`src/rtl/jddm_pkg.sv`:
```
// ----------------------------------------------------------------------------
// jddm_pkg: shared constants for the joystick differential drive mixer
// Axis formats, datapath widths, pipeline depths, register indexes and reset values.
// ----------------------------------------------------------------------------
package jddm_pkg;

  // Axis fraction bits; full scale is UNITY
  localparam int FRAC       = 15;
  localparam int UNITY      = 1 << FRAC;

  localparam int AXIS_W     = FRAC + 1;      // input axis, signed
  localparam int MAG_W      = FRAC + 1;      // axis magnitude, holds UNITY
  localparam int SHP_W      = FRAC + 2;      // shaped axis, signed, +/- UNITY
  localparam int DB_W       = FRAC;          // dead band, tolerance, turn gain
  localparam int DEN_W      = FRAC + 1;      // UNITY - dead_band
  localparam int NUM_W      = 2 * FRAC;      // deadzone dividend
  localparam int QUO_W      = FRAC + 1;      // deadzone quotient, up to UNITY
  localparam int DIV_STAGES = QUO_W;         // one quotient bit per stage

  localparam int GAIN_W     = 10;
  localparam int DRIVE_W    = GAIN_W + 1;

  // Shaper: magnitude, dividend, divider steps, sign restore
  localparam int SHAPE_LAT  = DIV_STAGES + 3;
  // Mixer: products, turn product, sums, magnitude, round/clamp
  localparam int MIX_LAT    = 5;
  localparam int PIPE_DEPTH = SHAPE_LAT + MIX_LAT;

  // Register file
  localparam int DATA_W     = 32;
  localparam int ADDR_W     = 5;
  localparam int REG_IDX_W  = 3;

  localparam logic [REG_IDX_W-1:0] REG_DEAD_BAND      = 3'd0;
  localparam logic [REG_IDX_W-1:0] REG_FORWARD_GAIN   = 3'd1;
  localparam logic [REG_IDX_W-1:0] REG_REVERSE_GAIN   = 3'd2;
  localparam logic [REG_IDX_W-1:0] REG_TURN_GAIN      = 3'd3;
  localparam logic [REG_IDX_W-1:0] REG_SPIN_TOLERANCE = 3'd4;

  localparam logic [DB_W-1:0]   RST_DEAD_BAND      = 15'd1638;
  localparam logic [GAIN_W-1:0] RST_FORWARD_GAIN   = 10'd167;
  localparam logic [GAIN_W-1:0] RST_REVERSE_GAIN   = 10'd167;
  localparam logic [DB_W-1:0]   RST_TURN_GAIN      = 15'd16384;
  localparam logic [DB_W-1:0]   RST_SPIN_TOLERANCE = 15'd3277;

endpackage

```
`src/rtl/jddm_shape.sv`:
```
// ----------------------------------------------------------------------------
// jddm_shape: axis deadzone shaper
// Saturated magnitude, deadzone test and a restoring divider with one
// quotient bit per stage computing (|v|-dz)*UNITY/(UNITY-dz), rounded half up.
// ----------------------------------------------------------------------------
module jddm_shape
  import jddm_pkg::*;
(
  input  logic                     clk,
  input  logic                     adv,
  input  logic signed [AXIS_W-1:0] axis,
  input  logic [DB_W-1:0]          dead_band,
  output logic signed [SHP_W-1:0]  shaped
);

  logic [AXIS_W-1:0] axis_u;
  logic [MAG_W-1:0]  mag_in;
  logic              neg_a;
  logic [MAG_W-1:0]  mag_a;

  logic [DEN_W-1:0]  den;
  logic [MAG_W-1:0]  diff;
  logic [NUM_W-1:0]  num;

  // stage 0 of these arrays is the dividend stage, the rest follow each step
  logic [NUM_W-1:0]  rem   [0:DIV_STAGES];
  logic [QUO_W-1:0]  quo   [0:DIV_STAGES];
  logic [MAG_W-1:0]  mag_p [0:DIV_STAGES];
  logic              neg_p [0:DIV_STAGES];
  logic              byp_p [0:DIV_STAGES];
  logic              zro_p [0:DIV_STAGES];

  logic [NUM_W:0]    dsh      [0:DIV_STAGES-1];
  logic              ge       [0:DIV_STAGES-1];
  logic [NUM_W-1:0]  rem_next [0:DIV_STAGES-1];
  logic [QUO_W-1:0]  quo_next [0:DIV_STAGES-1];

  logic [QUO_W-1:0]  fval;
  logic [SHP_W-1:0]  fpos;

  // -32768 maps to UNITY in 16 bits
  assign axis_u = axis;
  assign mag_in = axis_u[AXIS_W-1] ? (~axis_u + 1'b1) : axis_u;

  assign den  = DEN_W'(UNITY) - DEN_W'(dead_band);
  assign diff = mag_a - MAG_W'(dead_band);
  assign num  = (NUM_W'(diff[FRAC-1:0]) << FRAC) + NUM_W'(den >> 1);

  always_comb begin
    for (int k = 0; k < DIV_STAGES; k++) begin
      dsh[k]      = (NUM_W+1)'(den) << (DIV_STAGES - 1 - k);
      ge[k]       = {1'b0, rem[k]} >= dsh[k];
      rem_next[k] = ge[k] ? (rem[k] - dsh[k][NUM_W-1:0]) : rem[k];
      quo_next[k] = quo[k];
      quo_next[k][DIV_STAGES-1-k] = ge[k];
    end
  end

  always_ff @(posedge clk) begin
    if (adv) begin
      neg_a <= axis_u[AXIS_W-1];
      mag_a <= mag_in;

      rem[0]   <= num;
      quo[0]   <= '0;
      mag_p[0] <= mag_a;
      neg_p[0] <= neg_a;
      byp_p[0] <= (dead_band == '0);
      zro_p[0] <= (mag_a <= MAG_W'(dead_band));

      for (int k = 0; k < DIV_STAGES; k++) begin
        rem[k+1]   <= rem_next[k];
        quo[k+1]   <= quo_next[k];
        mag_p[k+1] <= mag_p[k];
        neg_p[k+1] <= neg_p[k];
        byp_p[k+1] <= byp_p[k];
        zro_p[k+1] <= zro_p[k];
      end

      shaped <= neg_p[DIV_STAGES] ? signed'(~fpos + 1'b1) : signed'(fpos);
    end
  end

  always_comb begin
    if (byp_p[DIV_STAGES]) begin
      fval = mag_p[DIV_STAGES];
    end else if (zro_p[DIV_STAGES]) begin
      fval = '0;
    end else begin
      fval = quo[DIV_STAGES];
    end
    fpos = {1'b0, fval};
  end

endmodule

```
`config.mk`:
```
export PLATFORM = sky130hd
export DESIGN_NAME = jddm_shape
export DESIGN_NICKNAME = d
export VERILOG_FILES = /design/src/rtl/jddm_pkg.sv /design/src/rtl/jddm_shape.sv
export SDC_FILE = /design/constraint.sdc
export NUM_CORES = 1
export LEC_CHECK = 0
export BUFFER_PORTS_ARGS = -buffer_cell sky130_fd_sc_hd__buf_2
export CORE_ASPECT_RATIO = 0.8
export CORE_MARGIN = 2
export CORE_UTILIZATION = 38
export CTS_CLUSTER_DIAMETER = 60
export DETAILED_ROUTE_END_ITERATION = 7
export PLACE_DENSITY_LB_ADDON = 0.12
export SYNTH_ARGS = -nofsm -noshare
export SYNTH_HDL_FRONTEND = slang
export SYNTH_SLANG_ARGS = --single-unit
```
`constraint.sdc`:
```
create_clock -name clk -period 7.9 [get_ports clk]
set_input_delay 1.58 -clock clk [delete_from_list [all_inputs] [get_ports clk]]
set_output_delay 1.58 -clock clk [all_outputs]
set_load 0.01 [all_outputs]
```
== Word level (Yosys, flattened, before mapping) ==
Memories as Yosys holds them, arrays and structs flattened.
Cells that the tools add are included.

* Output and inout port bits: 17
* Memory bits (writable): 1105
* Memories kept: 6
* Bits of input ports: 33
* Register bits: 34

{| class="wikitable"
|+ Memory list
! memory !! depth !! width !! read ports !! clocked after memory_dff !! write ports !! RTL line !! RTL
|-
| rem || 17 || 30 || 16 || 0 || 17 || jddm_shape.sv:26 || <nowiki>logic [NUM_W-1:0] rem [0:DIV_STAGES];</nowiki>
|-
| mag_p || 17 || 16 || 17 || 0 || 17 || jddm_shape.sv:28 || <nowiki>logic [MAG_W-1:0] mag_p [0:DIV_STAGES];</nowiki>
|-
| quo || 17 || 16 || 17 || 0 || 17 || jddm_shape.sv:27 || <nowiki>logic [QUO_W-1:0] quo [0:DIV_STAGES];</nowiki>
|-
| byp_p || 17 || 1 || 17 || 0 || 17 || jddm_shape.sv:30 || <nowiki>logic byp_p [0:DIV_STAGES];</nowiki>
|-
| neg_p || 17 || 1 || 17 || 0 || 17 || jddm_shape.sv:29 || <nowiki>logic neg_p [0:DIV_STAGES];</nowiki>
|-
| zro_p || 17 || 1 || 17 || 0 || 17 || jddm_shape.sv:31 || <nowiki>logic zro_p [0:DIV_STAGES];</nowiki>
|}

* $lt $le $gt $ge: 17
* Mux-type cells: 22
* Bitwise gates (word level): 2
* Reduce and logical (&&, ||, !) cells: 1
* Add/sub/neg operators: 21

{| class="wikitable"
|+ Operators by type and width
! kind !! count
|-
| two-way mux 30 bit || 16
|-
| subtractor 30 bit || 2
|-
| two-way mux 16 bit || 3
|-
| greater-or-equal comparator 30 x 31 -> 1 bit || 1
|-
| adder 30 x 15 -> 30 bit || 1
|-
| greater-or-equal comparator 30 x 16 -> 1 bit || 1
|-
| greater-or-equal comparator 30 x 17 -> 1 bit || 1
|-
| greater-or-equal comparator 30 x 18 -> 1 bit || 1
|-
| greater-or-equal comparator 30 x 19 -> 1 bit || 1
|-
| greater-or-equal comparator 30 x 20 -> 1 bit || 1
|-
| greater-or-equal comparator 30 x 21 -> 1 bit || 1
|-
| greater-or-equal comparator 30 x 22 -> 1 bit || 1
|-
| greater-or-equal comparator 30 x 23 -> 1 bit || 1
|-
| greater-or-equal comparator 30 x 24 -> 1 bit || 1
|-
| greater-or-equal comparator 30 x 25 -> 1 bit || 1
|-
| greater-or-equal comparator 30 x 26 -> 1 bit || 1
|-
| greater-or-equal comparator 30 x 27 -> 1 bit || 1
|-
| greater-or-equal comparator 30 x 28 -> 1 bit || 1
|-
| greater-or-equal comparator 30 x 29 -> 1 bit || 1
|-
| greater-or-equal comparator 30 bit || 1
|-
| subtractor 30 x 16 -> 30 bit || 1
|-
| subtractor 30 x 17 -> 30 bit || 1
|-
| subtractor 30 x 18 -> 30 bit || 1
|-
| subtractor 30 x 19 -> 30 bit || 1
|-
| other kinds (20) || 21
|}

== Logic depth before layout (Yosys ltp) ==
An unclocked memory read counts as a cell.

* Depth in word-level cells: 6
* Depth in mapped cells: 21
* Depth with buffers taken out: 17

== Worst setup path before layout ==
No wires, ideal clock.

* Path type: input to register
* From: input port dead_band[4]
* To: memory rem[0][174] (netlist name), data pin
* Setup time: 260 ps
* Required time: 7640 ps
* Path buffers: 6
* Arrival time: 6049 ps
* Stages: 17
* Slack: 1590 ps
* Cells stage by stage: buf_2 -> or4_4 -> buf_2 -> or4_4 -> nand2_2 -> buf_4 -> buf_2 -> buf_1 -> ha_1 -> and4_1 -> a221o_1 -> a2111oi_2 -> nor4_1 -> a211oi_4 -> buf_4 -> nor2_1 -> xor2_1

{| class="wikitable"
|+ RTL lines
! element !! RTL line !! RTL
|-
| from (decl) || jddm_shape.sv:12 || <nowiki>input logic [DB_W-1:0] dead_band,</nowiki>
|-
| to (decl) || jddm_shape.sv:26 ||
|}

==> metrics.md <==
| Metric | Value |
|---|---|
| Outcome | `finished clean` |
| Die width | `403 microns` |
| Die area | `130000 sq um` |
| Critical-path top delay cell | `a21boi_1` |
| Maximum number of pins on one net before global-route repair | `169` |
| Yosys warns | `0` |
| Starting DRT DRC Count | `3103` |
| Main synth FF type | `edfxtp_1` |
| CTS Buffer Depth | `3` |
| Post-synth ARST share | `0` |
| Cell Pwr Density | `351 nW/um^2` |
| Fmax | `150 MHz` |
| Vias/cell | `5.36` |
| Antenna violations before repair | `7` |
| Sink Count | `973` |
| Starting Density | `0.381` |
| Multi-input logic area | `18000 sq um` |
| WS Path Type | `in -> reg` |
| CP Capture Type | `flop` |
| Slew Viols, Final | `0` |
| Final WL | `126 mm` |
| Worst rel slew slack | `0.208` |
| Critical Path Fanout Max | `16` |
| # Max-Cap Violations | `0` |
| Resize count post-CTS | `0` |
| Worst-Skew Late Latency | `0.72 ns` |
| Core area | `127000 sq um` |
| Rows | `117` |
| Worst Path Required | `8.37 ns` |
| Share of post-route cells with drive strength above 1 | `0.0918` |
| Clk_skew | `0.0385 ns` |
| Max VDD drop | `189 uV` |
| Post-route minimum period | `6.65 ns` |
| Port buffer count | `49` |
| Via count | `30900` |
| FF/Latch Area | `29200 sq um` |
| DR top layer | `met4` |
| Syn Area/Cell | `12.5 sq um` |
| Antenna-violating nets left | `0` |
| Vias in the first global route | `28200` |
| # fillers | `11700` |
| WL met1 | `67.7 mm` |
| Mapped Nets | `4108` |
| Worst-path cell chain | `buf_2, inv_1, ha_1, or3b_2, o31ai_1, nand2_2, buf_4, maj3_1, maj3_1, a21o_1, a21boi_1, a21boi_1, inv_1, buf_4, nor2_1, a21oi_1` |
| Hold-fix buffers, CTS | `0` |
| Remaining DRCs | `0` |
| Routability Congestion | `0.887` |
| Die height | `323 microns` |
| CTS tree | `yes` |
| Sequential fraction of the synthesis area | `0.604` |
| Cells after Synth | `3874` |
| Worst-Margin Slew | `1.19 ns` |
| Startpoint Class | `input pin` |
| Worst path max stage delay | `0.75 ns` |
| Grt ovf | `0` |
| Library cells used by synthesis | `109` |
| RSZ-0062 raised after global routing | `false` |
| Final setup violation count | `0` |
| Number of synthesized flops with an enable pin | `973` |
| I/O Pins | `50` |
| Root buf cell | `clkbuf_16` |
| Yosys reg bits | `973` |
| WL per Instance | `21.9 microns` |
| Synth-to-layout area growth | `12.6%` |
| Synth Cell Area | `48300 sq um` |
| Detailed Place HPWL | `89.8 mm` |
| Post-CTS Repair Setup Buffers | `0` |
| DR WL met2 | `47.0 mm` |
| WL met3 | `9.10 mm` |
| Global-route wire length before repair | `186 mm` |
| Fin nets | `4231` |
| Crit path DAT | `7.12 ns` |
| TritonCTS Buffers | `102` |
| Clk slew on worst S/H paths | `0.07 ns` |
| H-tree depth | `3` |
| Pleak | `19.2 nW` |
| Min-Delay Path Class | `reg -> reg` |
| Post-layout util | `0.429` |
| Total track usage | `0.192` |
| Setup TNS Final | `0 ns` |
| TritonRoute pass-1 iters | `5` |
| Tcrit/Tclk final | `0.842` |
| Final hold violations | `0` |
area by class of cell:
cell class | instances | share of cell area
Sequential cell | 973 | 0.537
Multi-Input combinational cell | 2623 | 0.332
Clock buffer | 122 | 0.0495
Tap cell | 1666 | 0.0383
Timing Repair Buffer | 124 | 0.0167
Clock inverter | 69 | 0.0146
Inverter | 173 | 0.0121
Antenna cell | 1 | 0.0000460
logic make-up after synthesis:
family                   after synthesis  share of synthesized area
buffers and inverters                278                     0.0231
adder cells (fa/ha/maj)              234                     0.0614
XOR/XNOR                             395                     0.0720
AO/OA/AOI/OAI                        825                      0.114
AND/OR/NAND/NOR                     1136                      0.118
multiplexers                          33                    0.00751
flip-flops                           973                      0.604
stage by stage:
| stage | worst slack (ns) | instance area (sq um) | instances | hold slack [ns] | total power [W] |
|---|---|---|---|---|---|
| floorplan | 1.59 | 48300 | 3874 | 0.400 | 0.0122 |
| global placement | 0.832 | 50900 | 5559 | 0.400 | 0.0141 |
| detailed placement | 0.583 | 50900 | 5559 | 0.405 | 0.0140 |
| CTS | 1.36 | 54400 | 5750 | 0.407 | 0.0191 |
| global route | 1.03 | 54400 | 5750 | 0.415 | 0.0202 |
| finish | 1.25 | 54400 | 5751 | 0.403 | 0.0191 |
worst max-delay path, delay by kind of cell:
family	cells	cell delay, ns
adders and majority gates	3	0.93
AOI/OAI and AO/OA	5	1.91
buffers and inverters	5	1.50
and+or+nand+nor	3	1.17
metal layers:
metal  track usage  up-vias
li1              -    14900
met1         0.324    14800
met5             0        -
met4        0.0423        0
met2         0.242      980
met3        0.0389      150
synth_stat cells, types with 24 or more instances:
cell	n	share of area
a211oi_1	28	0.0043
a21o_1	47	0.0073
a21oi_1	185	0.019
a31oi_1	38	0.0049
buf_2	32	0.0033
clkbuf_1	52	0.0040
edfxtp_1	973	0.60
ha_1	185	0.048
inv_1	165	0.013
maj3_1	31	0.0064
nand2_1	310	0.024
nand2b_1	44	0.0057
nand3_1	63	0.0065
nand4_1	42	0.0054
nor2_1	307	0.024
nor2b_1	43	0.0056
nor3_1	78	0.0081
nor4_1	51	0.0066
o211ai_1	24	0.0037
o21a_1	46	0.0071
o21ai_0	197	0.020
o31ai_1	39	0.0061
or3_1	43	0.0056
xnor2_1	280	0.051
xor2_1	112	0.020
registers in the layout, summed over array words and instances (netlist names), 16 cells and up:
name and count:
zro_p 17, neg_p 17, rem 480, quo 136, mag_a 16, shaped 17
mag_p 272, byp_p 17
power by group:
part           leakage (nW)  internal, W  switching, W
sequential             9.39      0.00711      0.000975
clock                  1.66      0.00291       0.00209
combinational          8.14      0.00259       0.00342
placed cells by master (no fill, tap or decap), types with 16 or more instances in the layout:
cell type	Yosys	routed
a211oi_1	28	28
a21boi_0	23	23
a21o_1	47	47
a21oi_1	185	185
a221oi_1	17	17
a22oi_1	18	18
a31oi_1	38	38
and2_1	22	22
buf_2	32	48
buf_4	3	68
clkbuf_1	52	17
clkbuf_16	0	105
clkinv_1	3	26
edfxtp_1	973	973
fa_1	16	16
ha_1	185	185
inv_1	165	164
maj3_1	31	31
mux2_2	22	22
nand2_1	310	308
nand2b_1	44	44
nand3_1	63	63
nand4_1	42	42
nand4b_1	16	16
nor2_1	307	307
nor2b_1	43	43
nor3_1	78	78
nor4_1	51	50
nor4b_1	18	18
o211ai_1	24	24
o21a_1	46	46
o21ai_0	197	196
o31ai_1	39	39
or3_1	43	43
or4_1	16	16
xnor2_1	280	279
xor2_1	112	112
worst paths after layout:
check | slack (ns) | to | startpoint | cells past startpoint
max | 1.25 | rem[0][453] | dead_band[1] | 16
max reg2reg | 3.33 | rem[0][453] | rem[0][422] | 14
min reg2reg | 0.40 | quo[5][11] | quo[4][27] | 0
min | 0.40 | quo[5][11] | quo[4][27] | 0
No activity file was read; power rests on OpenSTA's default activity.
